==> config.mk <==
export PLATFORM = sky130hd
export DESIGN_NAME = uart_8n1_transceiver_unit
export DESIGN_NICKNAME = d
export VERILOG_FILES = /design/src/hdl/u8t_pkg.sv /design/src/hdl/u8t_rx.sv /design/src/hdl/u8t_tx.sv /design/src/hdl/uart_8n1_transceiver_unit.sv
export SDC_FILE = /design/constraint.sdc
export NUM_CORES = 1
export LEC_CHECK = 0
export BUFFER_PORTS_ARGS = -buffer_cell sky130_fd_sc_hd__clkbuf_2
export CORE_MARGIN = 2
export CORE_UTILIZATION = 45
export CTS_BUF_LIST = sky130_fd_sc_hd__clkbuf_2
export DETAILED_ROUTE_END_ITERATION = 6
export HOLD_SLACK_MARGIN = 0.05
export PLACE_DENSITY_LB_ADDON = 0.05
export SLEW_MARGIN = 20
export SYNTH_ARGS = -nofsm -noshare
export SYNTH_HDL_FRONTEND = slang
export SYNTH_SLANG_ARGS = --single-unit
==> constraint.sdc <==
create_clock -name i_clk -period 2.6 [get_ports i_clk]
set_input_delay 0.39 -clock i_clk [delete_from_list [all_inputs] [get_ports i_clk]]
set_output_delay 0.39 -clock i_clk [all_outputs]
set_load 0.1 [all_outputs]
==> src/hdl/u8t_pkg.sv <==
`default_nettype none
package u8t_pkg;

    localparam int unsigned C_DATA_BITS     = 8;
    localparam int unsigned C_TX_FRAME_BITS = 9;
    localparam int unsigned C_PERIOD_W      = 16;
    localparam int unsigned C_RX_CD_W       = C_PERIOD_W + 1;
    localparam int unsigned C_IDX_W         = 4;

    localparam logic [C_PERIOD_W-1:0] C_PERIOD_RESET = 16'd434;

    // register index taken from paddr[2]
    localparam logic C_REG_BIT_PERIOD = 1'b0;

    typedef struct packed {
        logic                   valid;
        logic [C_DATA_BITS-1:0] data;
    } t_rx_res;

    typedef struct packed {
        logic line;
        logic taken;
        logic busy;
    } t_tx_res;

endpackage
`default_nettype wire

==> src/hdl/u8t_rx.sv <==
`default_nettype none
module u8t_rx
    import u8t_pkg::*;
(
    input  wire logic                  i_clk,
    input  wire logic                  i_rst_n,
    input  wire logic                  i_step,
    input  wire logic [C_PERIOD_W-1:0] i_bit_period,
    input  wire logic                  i_rx_line,
    output t_rx_res                    o_res
);

    logic                   r_prev, n_prev;
    logic                   r_active, n_active;
    logic [C_IDX_W-1:0]     r_idx, n_idx;
    logic [C_DATA_BITS-1:0] r_shift, n_shift;
    logic [C_RX_CD_W-1:0]   r_cd, n_cd;

    always_comb begin
        n_prev   = i_rx_line;
        n_active = r_active;
        n_idx    = r_idx;
        n_shift  = r_shift;
        n_cd     = r_cd;
        o_res    = '0;
        if (!r_active) begin
            if (r_prev && !i_rx_line) begin
                n_active = 1'b1;
                n_idx    = '0;
                n_shift  = '0;
                // first sample lands in the middle of bit 0
                n_cd     = {1'b0, i_bit_period} + C_RX_CD_W'(i_bit_period >> 1);
            end
        end else if (r_cd > C_RX_CD_W'(1)) begin
            n_cd = r_cd - C_RX_CD_W'(1);
        end else if (r_idx < C_IDX_W'(C_DATA_BITS)) begin
            // lsb first: shift in from the top
            n_shift = {i_rx_line, r_shift[C_DATA_BITS-1:1]};
            n_idx   = r_idx + C_IDX_W'(1);
            n_cd    = {1'b0, i_bit_period};
        end else begin
            n_active = 1'b0;
            if (i_rx_line) begin
                o_res.valid = 1'b1;
                o_res.data  = r_shift;
            end
        end
    end

    always_ff @(posedge i_clk) begin
        if (!i_rst_n) begin
            r_prev   <= 1'b1;
            r_active <= 1'b0;
            r_idx    <= '0;
            r_cd     <= '0;
        end else if (i_step) begin
            r_prev   <= n_prev;
            r_active <= n_active;
            r_idx    <= n_idx;
            r_cd     <= n_cd;
        end
    end

    always_ff @(posedge i_clk) begin
        if (i_step) begin
            r_shift <= n_shift;
        end
    end

endmodule
`default_nettype wire

==> src/hdl/u8t_tx.sv <==
`default_nettype none
module u8t_tx
    import u8t_pkg::*;
(
    input  wire logic                   i_clk,
    input  wire logic                   i_rst_n,
    input  wire logic                   i_step,
    input  wire logic [C_PERIOD_W-1:0]  i_bit_period,
    input  wire logic                   i_tx_valid,
    input  wire logic [C_DATA_BITS-1:0] i_tx_data,
    output t_tx_res                     o_res
);

    logic                       r_active, n_active;
    logic [C_TX_FRAME_BITS-1:0] r_shift, n_shift;
    logic [C_IDX_W-1:0]         r_left, n_left;
    logic [C_PERIOD_W-1:0]      r_cd, n_cd;
    logic                       r_level, n_level;
    logic                       load;

    always_comb begin
        n_active = r_active;
        n_shift  = r_shift;
        n_left   = r_left;
        n_cd     = r_cd;
        n_level  = r_level;
        load     = 1'b0;
        if (!r_active) begin
            if (i_tx_valid) begin
                load     = 1'b1;
                n_active = 1'b1;
            end
        end else if (r_cd > C_PERIOD_W'(1)) begin
            n_cd = r_cd - C_PERIOD_W'(1);
        end else if (r_left != '0) begin
            n_level = r_shift[0];
            n_shift = r_shift >> 1;
            n_left  = r_left - C_IDX_W'(1);
            n_cd    = i_bit_period;
        end else if (i_tx_valid) begin
            // end of stop bit, next byte follows back to back
            load = 1'b1;
        end else begin
            n_active = 1'b0;
            n_level  = 1'b1;
        end
        if (load) begin
            n_level = 1'b0;
            n_shift = {1'b1, i_tx_data};
            n_left  = C_IDX_W'(C_TX_FRAME_BITS);
            n_cd    = i_bit_period;
        end
        o_res.line  = n_level;
        o_res.taken = load;
        o_res.busy  = n_active;
    end

    always_ff @(posedge i_clk) begin
        if (!i_rst_n) begin
            r_active <= 1'b0;
            r_left   <= '0;
            r_cd     <= '0;
            r_level  <= 1'b1;
        end else if (i_step) begin
            r_active <= n_active;
            r_left   <= n_left;
            r_cd     <= n_cd;
            r_level  <= n_level;
        end
    end

    always_ff @(posedge i_clk) begin
        if (i_step) begin
            r_shift <= n_shift;
        end
    end

endmodule
`default_nettype wire

==> src/hdl/uart_8n1_transceiver_unit.sv <==
`default_nettype none
// 8n1 uart receiver and transmitter driven by one input beat per clock tick. each
// beat carries the receive pin level and an optional transmit byte; each beat
// yields exactly one result beat with the transmit pin level, taken/busy flags
// and any byte received with a good stop bit. a beat is accepted every cycle
// unless o_in_stall is high; it is held in the input register until it moves on,
// the receiver and transmitter update in a single pass, and the result is registered
// in the output register. a stalled consumer holds the output register and, once
// the input register is full, the producer. bit_period (apb address 0, reset 434)
// counts ticks per serial bit; write it only while no beats are in flight.
module uart_8n1_transceiver_unit
    import u8t_pkg::*;
(
    input  wire logic                   i_clk,
    input  wire logic                   i_rst_n,
    input  wire logic                   psel,
    input  wire logic                   penable,
    input  wire logic                   pwrite,
    input  wire logic [2:0]             paddr,
    input  wire logic [31:0]            pwdata,
    output logic [31:0]                 prdata,
    output logic                        pready,
    input  wire logic                   i_in_valid,
    output logic                        o_in_stall,
    input  wire logic                   i_rx_line,
    input  wire logic                   i_tx_valid,
    input  wire logic [C_DATA_BITS-1:0] i_tx_data,
    output logic                        o_out_valid,
    input  wire logic                   i_out_stall,
    output logic                        o_tx_line,
    output logic                        o_tx_taken,
    output logic                        o_tx_busy,
    output logic                        o_rx_valid,
    output logic [C_DATA_BITS-1:0]      o_rx_data
);

    logic [C_PERIOD_W-1:0]  r_bit_period;
    logic                   r_in_valid;
    logic                   r_rx_line;
    logic                   r_tx_valid;
    logic [C_DATA_BITS-1:0] r_tx_data;
    logic                   r_out_valid;
    t_rx_res                r_rx_res;
    t_tx_res                r_tx_res;
    t_rx_res                rx_res;
    t_tx_res                tx_res;
    logic                   step;
    logic                   in_accept;
    logic                   cfg_wr;

    assign pready = 1'b1;
    assign cfg_wr = psel && penable && pwrite && (paddr[2] == C_REG_BIT_PERIOD);
    assign prdata = (paddr[2] == C_REG_BIT_PERIOD) ? {16'd0, r_bit_period} : 32'd0;

    always_ff @(posedge i_clk) begin
        if (!i_rst_n) begin
            r_bit_period <= C_PERIOD_RESET;
        end else if (cfg_wr) begin
            r_bit_period <= pwdata[C_PERIOD_W-1:0];
        end
    end

    // the input beat moves on when the output register is free or draining
    assign step       = r_in_valid && (!r_out_valid || !i_out_stall);
    assign o_in_stall = r_in_valid && !step;
    assign in_accept  = i_in_valid && !o_in_stall;

    always_ff @(posedge i_clk) begin
        if (!i_rst_n) begin
            r_in_valid <= 1'b0;
        end else if (in_accept) begin
            r_in_valid <= 1'b1;
        end else if (step) begin
            r_in_valid <= 1'b0;
        end
    end

    always_ff @(posedge i_clk) begin
        if (in_accept) begin
            r_rx_line  <= i_rx_line;
            r_tx_valid <= i_tx_valid;
            r_tx_data  <= i_tx_data;
        end
    end

    u8t_rx u_rx (
        .i_clk        (i_clk),
        .i_rst_n      (i_rst_n),
        .i_step       (step),
        .i_bit_period (r_bit_period),
        .i_rx_line    (r_rx_line),
        .o_res        (rx_res)
    );

    u8t_tx u_tx (
        .i_clk        (i_clk),
        .i_rst_n      (i_rst_n),
        .i_step       (step),
        .i_bit_period (r_bit_period),
        .i_tx_valid   (r_tx_valid),
        .i_tx_data    (r_tx_data),
        .o_res        (tx_res)
    );

    always_ff @(posedge i_clk) begin
        if (!i_rst_n) begin
            r_out_valid <= 1'b0;
        end else if (step) begin
            r_out_valid <= 1'b1;
        end else if (!i_out_stall) begin
            r_out_valid <= 1'b0;
        end
    end

    always_ff @(posedge i_clk) begin
        if (step) begin
            r_rx_res <= rx_res;
            r_tx_res <= tx_res;
        end
    end

    assign o_out_valid = r_out_valid;
    assign o_tx_line   = r_tx_res.line;
    assign o_tx_taken  = r_tx_res.taken;
    assign o_tx_busy   = r_tx_res.busy;
    assign o_rx_valid  = r_rx_res.valid;
    assign o_rx_data   = r_rx_res.data;

endmodule
`default_nettype wire

* Word-level counts from Yosys, hierarchy flattened
Index checks and enable logic that the tools add are counted.
Word-level totals: register bits 102, output and inout bits 47, logic and storage cells 109, bits of input ports 52
Cells by class: equal/unequal tests 5, $lt $le $gt $ge 3, bitwise logic cells 3, multiplexer cells 46, add/subtract/negate cells 5, reduce and logical (&&, ||, !) cells 25
Operator list (number):
- 16-bit 2-to-1 mux | 5
- 17-bit 2-to-1 mux | 4
- 8-bit 2-to-1 mux | 5
- 9-bit 2-to-1 mux | 4
- 4-bit 2-to-1 mux | 8
- 1-bit 2-to-1 mux | 20
- 16-bit by 15-bit adder with 17-bit output | 1
- 17-bit by 1-bit greater-than comparator with 1-bit output (second input constant) | 1
- 17-bit by 1-bit subtractor with 17-bit output (second input constant) | 1
- 16-bit by 1-bit greater-than comparator with 1-bit output (second input constant) | 1
- 16-bit by 1-bit subtractor with 16-bit output (second input constant) | 1
- 4-bit AND reduction | 2
- 2-bit nonzero test | 4
- 1-bit logical AND | 7
- 3-bit AND reduction | 2
- 1-bit logical NOT | 5
- 4-bit by 1-bit adder with 4-bit output (second input constant) | 1
- 4-bit < comparator (second input constant) | 1
- 2-bit by 1-bit != test with 1-bit output (second input constant) | 2
- 2-bit != test (second input constant) | 2
- 4-bit nonzero test | 1
- 4-bit OR reduction | 1
- 4-bit by 1-bit subtractor with 4-bit output (second input constant) | 1
- 3-bit != test (second input constant) | 1
- 4 further kinds | 6

* Logic depth before layout (Yosys ltp)
word-level depth 8, gate-level depth with buffers 9, gate-level depth less buffers 8

* Cells and area by module
From an unflattened synthesis, not the netlist that was laid out.
Unflattened totals: cells, all modules 682, area total of the unflattened synthesis 6323.6 µm²
Modules (own cells, without submodules):
- u8t_rx | cells an instance 323, seq. area each 700.7 µm², area an instance 2663.8 µm², instances 1
- u8t_tx | cells an instance 223, seq. area each 710.7 µm², area an instance 1988.2 µm², instances 1
- uart_8n1_transceiver_unit | cells an instance 136, seq. area each 1021.0 µm², area an instance 1671.6 µm², instances 1

* Worst setup path after synthesis
Ideal clock, no wire load.
kind register to register, start register r_out_valid, in the netlist o_out_valid, end register r_rx_line (enable), path buffers 0, clock period less this slack 2.629 ns, data arrival time 2.281 ns, setup slack -0.029 ns, stages on the path, launching flop included 3, library setup time 0.348 ns, data required time 2.252 ns, cell sequence dfxtp_1 > and3_1 > nor2b_1
On the way: cells in the longest elaborated chain, start to end 7
RTL lines:
- start, declared | line uart_8n1_transceiver_unit.sv:42 | logic r_out_valid;
- start signal, assigned | line uart_8n1_transceiver_unit.sv:107 | r_out_valid <= 1'b0;
- start signal, assigned | line uart_8n1_transceiver_unit.sv:109 | r_out_valid <= 1'b1;
- start signal, assigned | line uart_8n1_transceiver_unit.sv:111 | r_out_valid <= 1'b0;
- 1-bit logical NOT | line uart_8n1_transceiver_unit.sv:64 | assign step = r_in_valid && (!r_out_valid || !i_out_stall);
- 1-bit logical OR | line uart_8n1_transceiver_unit.sv:64
- 1-bit logical AND | line uart_8n1_transceiver_unit.sv:64
- 1-bit logical NOT | line uart_8n1_transceiver_unit.sv:65 | assign o_in_stall = r_in_valid && !step;
- 1-bit logical AND | line uart_8n1_transceiver_unit.sv:65
- via o_in_stall | line uart_8n1_transceiver_unit.sv:24 | output logic o_in_stall,
- 1-bit logical NOT | line uart_8n1_transceiver_unit.sv:66 | assign in_accept = i_in_valid && !o_in_stall;
- 1-bit logical AND | line uart_8n1_transceiver_unit.sv:66
- via in_accept | line uart_8n1_transceiver_unit.sv:48 | logic in_accept;
- end signal, assigned | line uart_8n1_transceiver_unit.sv:80 | r_rx_line <= i_rx_line;
- end, declared | line uart_8n1_transceiver_unit.sv:39 | logic r_rx_line;
The timed path passes the listed nets, and every way through them passes these cells. A chain may end at the register's enable or synchronous reset.

* Worst setup path after layout
start register u_rx.r_cd[10], end register u_rx.r_cd[9]
On the way: cells in the longest elaborated chain, start to end 3, elaborated cells between the ends (all ways) 5, those cells by class order compare: 1; eq/ne: 1; mux: 2; reduce/logical: 1
RTL lines:
- start, declared | line u8t_rx.sv:17 | logic [C_RX_CD_W-1:0] r_cd, n_cd;
- start signal, assigned | line u8t_rx.sv:60 | r_cd <= n_cd;
- 17-bit by 1-bit greater-than comparator with 1-bit output * | line u8t_rx.sv:34 | end else if (r_cd > C_RX_CD_W'(1)) begin
- 3-bit != test (no source line) or 17-bit 2-to-1 mux (tied branches)
- 3-bit AND reduction (no source line) or 17-bit 2-to-1 mux (tied branches)
Every way passes the cells marked *; elsewhere a longest branch is shown, timed or not.

==> impl_metrics.env <==
export IMPL_avgSynthCellArea_sq_um=8.54
export IMPL_min_delay_start="i_rst_n"
export IMPL_start_kind="register"
export IMPL_antennaDiodeCount=0
export IMPL_root_buffer="clkbuf_2"
export IMPL_die_h_microns=119
export IMPL_synth_area_sq_um=5920
export IMPL_drtPass1Iterations=5
export IMPL_htreeDepth=3
export IMPL_p_total_w=0.00380
export IMPL_holdWs_ps=246
export IMPL_die_area_sq_um=14100
export IMPL_powerDensity_nw_per_um2=537
export IMPL_synth_common_cells="nand2_1, dfxtp_1, a21oi_1"
export IMPL_grt_total_usage_pct=22.4
export IMPL_critPathMaxFanout=7
export IMPL_synthMuxAreaShare_pct=1.04
export IMPL_rr_startpoint="u_rx.r_cd[10]$_SDFFE_PN0P_"
export IMPL_nets=877
export IMPL_max_freq_mhz=396
export IMPL_yosys_area_share_simple_pct=22.1
export IMPL_seq_area_frac_synth_pct=41.1
export IMPL_async_flop_share_pct=0
export IMPL_yosysMostFrequentCell="nand2_1"
export IMPL_worstSetupEndpointType="register"
export IMPL_clkSinkCount=102
export IMPL_grt_antenna_before_repair=0
export IMPL_worst_clock_skew_ps=35.5
export IMPL_arrival_ps=3080
export IMPL_clk_pin_slew_ps=280
export IMPL_ios=99
export IMPL_viasPerCell=5.52
export IMPL_period_minus_slack_ps=2530
export IMPL_postSynthCellCount=693
export IMPL_ys_top_cells_by_area="dfxtp_1, edfxtp_1, nand2_1"
export IMPL_synth_compound_area_share_pct=20.5
export IMPL_clkLatencyLatePin_ps=630
export IMPL_crit_required_ps=3150
export IMPL_gp_congestion=0.927
export IMPL_die_w_microns=119
export IMPL_synth_cell_types=71
export IMPL_report_final_setup_viol=0
export IMPL_vias=5395
export IMPL_cts_tree="built"
export IMPL_drc=0
export IMPL_peakVddDrop_mv=0.486
export IMPL_synth_edf_count=39
export IMPL_synthFlopType="dfxtp_1"
export IMPL_yosys_area_top_type_share_pct=21.3
export IMPL_grt_max_degree=37
export IMPL_grt_overflow_total=0
export IMPL_slew_headroom_pct=49.3
export IMPL_crit_start="u_rx.r_cd[10]$_SDFFE_PN0P_"
export IMPL_status="complete, no violations"
export IMPL_grt_first_pass_wirelength_mm=25.1
export IMPL_grt_pass1_vias=5013
export IMPL_ant_nets=0
export IMPL_syn2layout_area_growth_pct=19.8
export IMPL_wire_per_inst_microns=16.1
export IMPL_leakage_nw=2.93
export IMPL_yosys_area_share_adder_pct=5.41
export IMPL_drt_first_iter_violations=326
export IMPL_portBuffers=63
export IMPL_tightest_slew_ps=742
export IMPL_crit_type="register to register"
export IMPL_synth_xor_area_share_pct=3.55
export IMPL_finalCritPeriodShare_pct=97.2
export IMPL_maxSlewViolCount=0
export IMPL_place_detailed_hpwl_mm=10.9
export IMPL_synth_warnings=0
export IMPL_drt_wl_total_mm=15.7
export IMPL_synth_top_family_by_area="simple AND/OR/NAND/NOR gates"
export IMPL_start_util_pct=46.5
export IMPL_tns_ps=0
export IMPL_drive_above_1_share_pct=19.8
export IMPL_ys_ff_latch=102
export IMPL_rows=41
export IMPL_synth_top_cell_by_area="dfxtp_1"
export IMPL_drv_cap=0
export IMPL_coreArea_sq_um=12700
export IMPL_min_path_type="input port to register"
export IMPL_cts_buffer_depth=2
export IMPL_hold_viol_final=0
export IMPL_numCtsBuffers=9
export IMPL_fill_cells=1198
[state kept, by name (all words and copies together), names as in the netlist]
register	count
o_tx_busy	1
o_tx_line	1
o_rx_valid	1
o_rx_data	8
u_rx.r_shift	8
u_rx.r_idx	4
u_tx.r_left	4
u_tx.r_level	1
r_tx_data	8
r_rx_line	1
u_rx.r_prev	1
u_rx.r_active	1
r_tx_valid	1
u_tx.r_active	1
r_in_valid	1
u_rx.r_cd	17
o_tx_taken	1
o_out_valid	1
r_bit_period	16
u_tx.r_shift	9
u_tx.r_cd	16
[final timing paths]
check	cells after the start	to	slack [ps]
max	6	u_rx.r_cd[9]$_SDFFE_PN0P_	70
min	3	r_bit_period[5]$_SDFFE_PN1P_	250
max reg2reg	6	u_rx.r_cd[9]$_SDFFE_PN0P_	70
min reg2reg	2	u_tx.r_left[1]$_SDFFE_PN0P_	490
[power by group]
part / internal, W / total (W) / leakage, nW / switching [W]
Combinational: 0.000435 / 0.00124 / 1.97 / 0.000805
Sequential: 0.00174 / 0.00180 / 0.884 / 0.0000586
Clock: 0.000227 / 0.000767 / 0.0764 / 0.000541
[layout by cell type (no fill, tap or decap), types with 3 or more instances in the layout]
| cell | instances |
|---|---|
| a211o_1 | 3 |
| a211oi_1 | 7 |
| a21o_1 | 9 |
| a21oi_1 | 53 |
| a221oi_2 | 3 |
| a31oi_1 | 11 |
| a41oi_1 | 3 |
| and2_1 | 20 |
| buf_4 | 45 |
| clkbuf_2 | 73 |
| conb_1 | 17 |
| dfxtp_1 | 61 |
| dlygate4sd3_1 | 28 |
| edfxtp_1 | 39 |
| ha_1 | 24 |
| inv_1 | 15 |
| mux2i_1 | 5 |
| nand2_1 | 103 |
| nand2b_1 | 4 |
| nand3_1 | 22 |
| nor2_1 | 44 |
| nor2b_1 | 18 |
| nor3_1 | 25 |
| nor4_1 | 9 |
| o211ai_1 | 13 |
| o21ai_0 | 42 |
| o21ai_1 | 3 |
| o21bai_1 | 3 |
| o22ai_1 | 6 |
| or3_1 | 4 |
| xnor2_1 | 16 |
| xor2_1 | 7 |
[final cells by class]
class                   count  area [sq um]  share of cell area [%]
multi-input cells         532          3280                    46.3
flip-flops and latches    102          2440                    34.4
repair buffers            138           973                    13.7
well taps                 172           215                    3.04
inverters                  17          67.6                   0.953
clock inverters             6          61.3                   0.865
clock buffers              10          50.0                   0.706
[cell families (layout without fill, tap and decap cells)]
group / count (synthesis) / in the layout
XOR/XNOR: 24 / 24
multiplexers: 6 / 6
AO/OA/AOI/OAI: 188 / 188
other: 2 / 17
adder cells (fa/ha/maj): 25 / 25
flip-flops: 102 / 102
AND/OR/NAND/NOR: 272 / 272
buffers and inverters: 74 / 171
[per-stage QoR]
stage          instances  worst slack (ps)  utilization, %  cell area, sq um
6_report             977              73.4            55.7              7090
5_1_grt              977             -3.47            55.7              7090
4_1_cts              974             -7.72            54.8              6980
3_5_place_dp         930              -125            51.6              6570
3_3_place_gp         930             -41.2            51.6              6570
2_1_floorplan        708              30.4               -              5980
[critical path: stages, from the launching register on]
cell and delay, ps:
dfxtp_4 420, or4_4 530, or4b_4 610, or2_4 310, or3_4 340, a31oi_1 180, a21oi_1 80
[timing repair]
action / 4_1_cts / 5_1_grt
hold buffers: 28 / 0
pin swaps: 1 / 6
buffers inserted: 0 / 3
gates resized for setup: 5 / 17
hold endpoints to repair: 28 / 0
endpoints found under the setup margin: 17 / 26
[routing by layer]
metal / routed length, microns / track usage [%]
met5: 0 / 0
met1: 7150 / 28.4
met3: 611 / 4.92
met4: 393 / 6.85
met2: 7550 / 38.0
(Power assumes the default switching activity.)
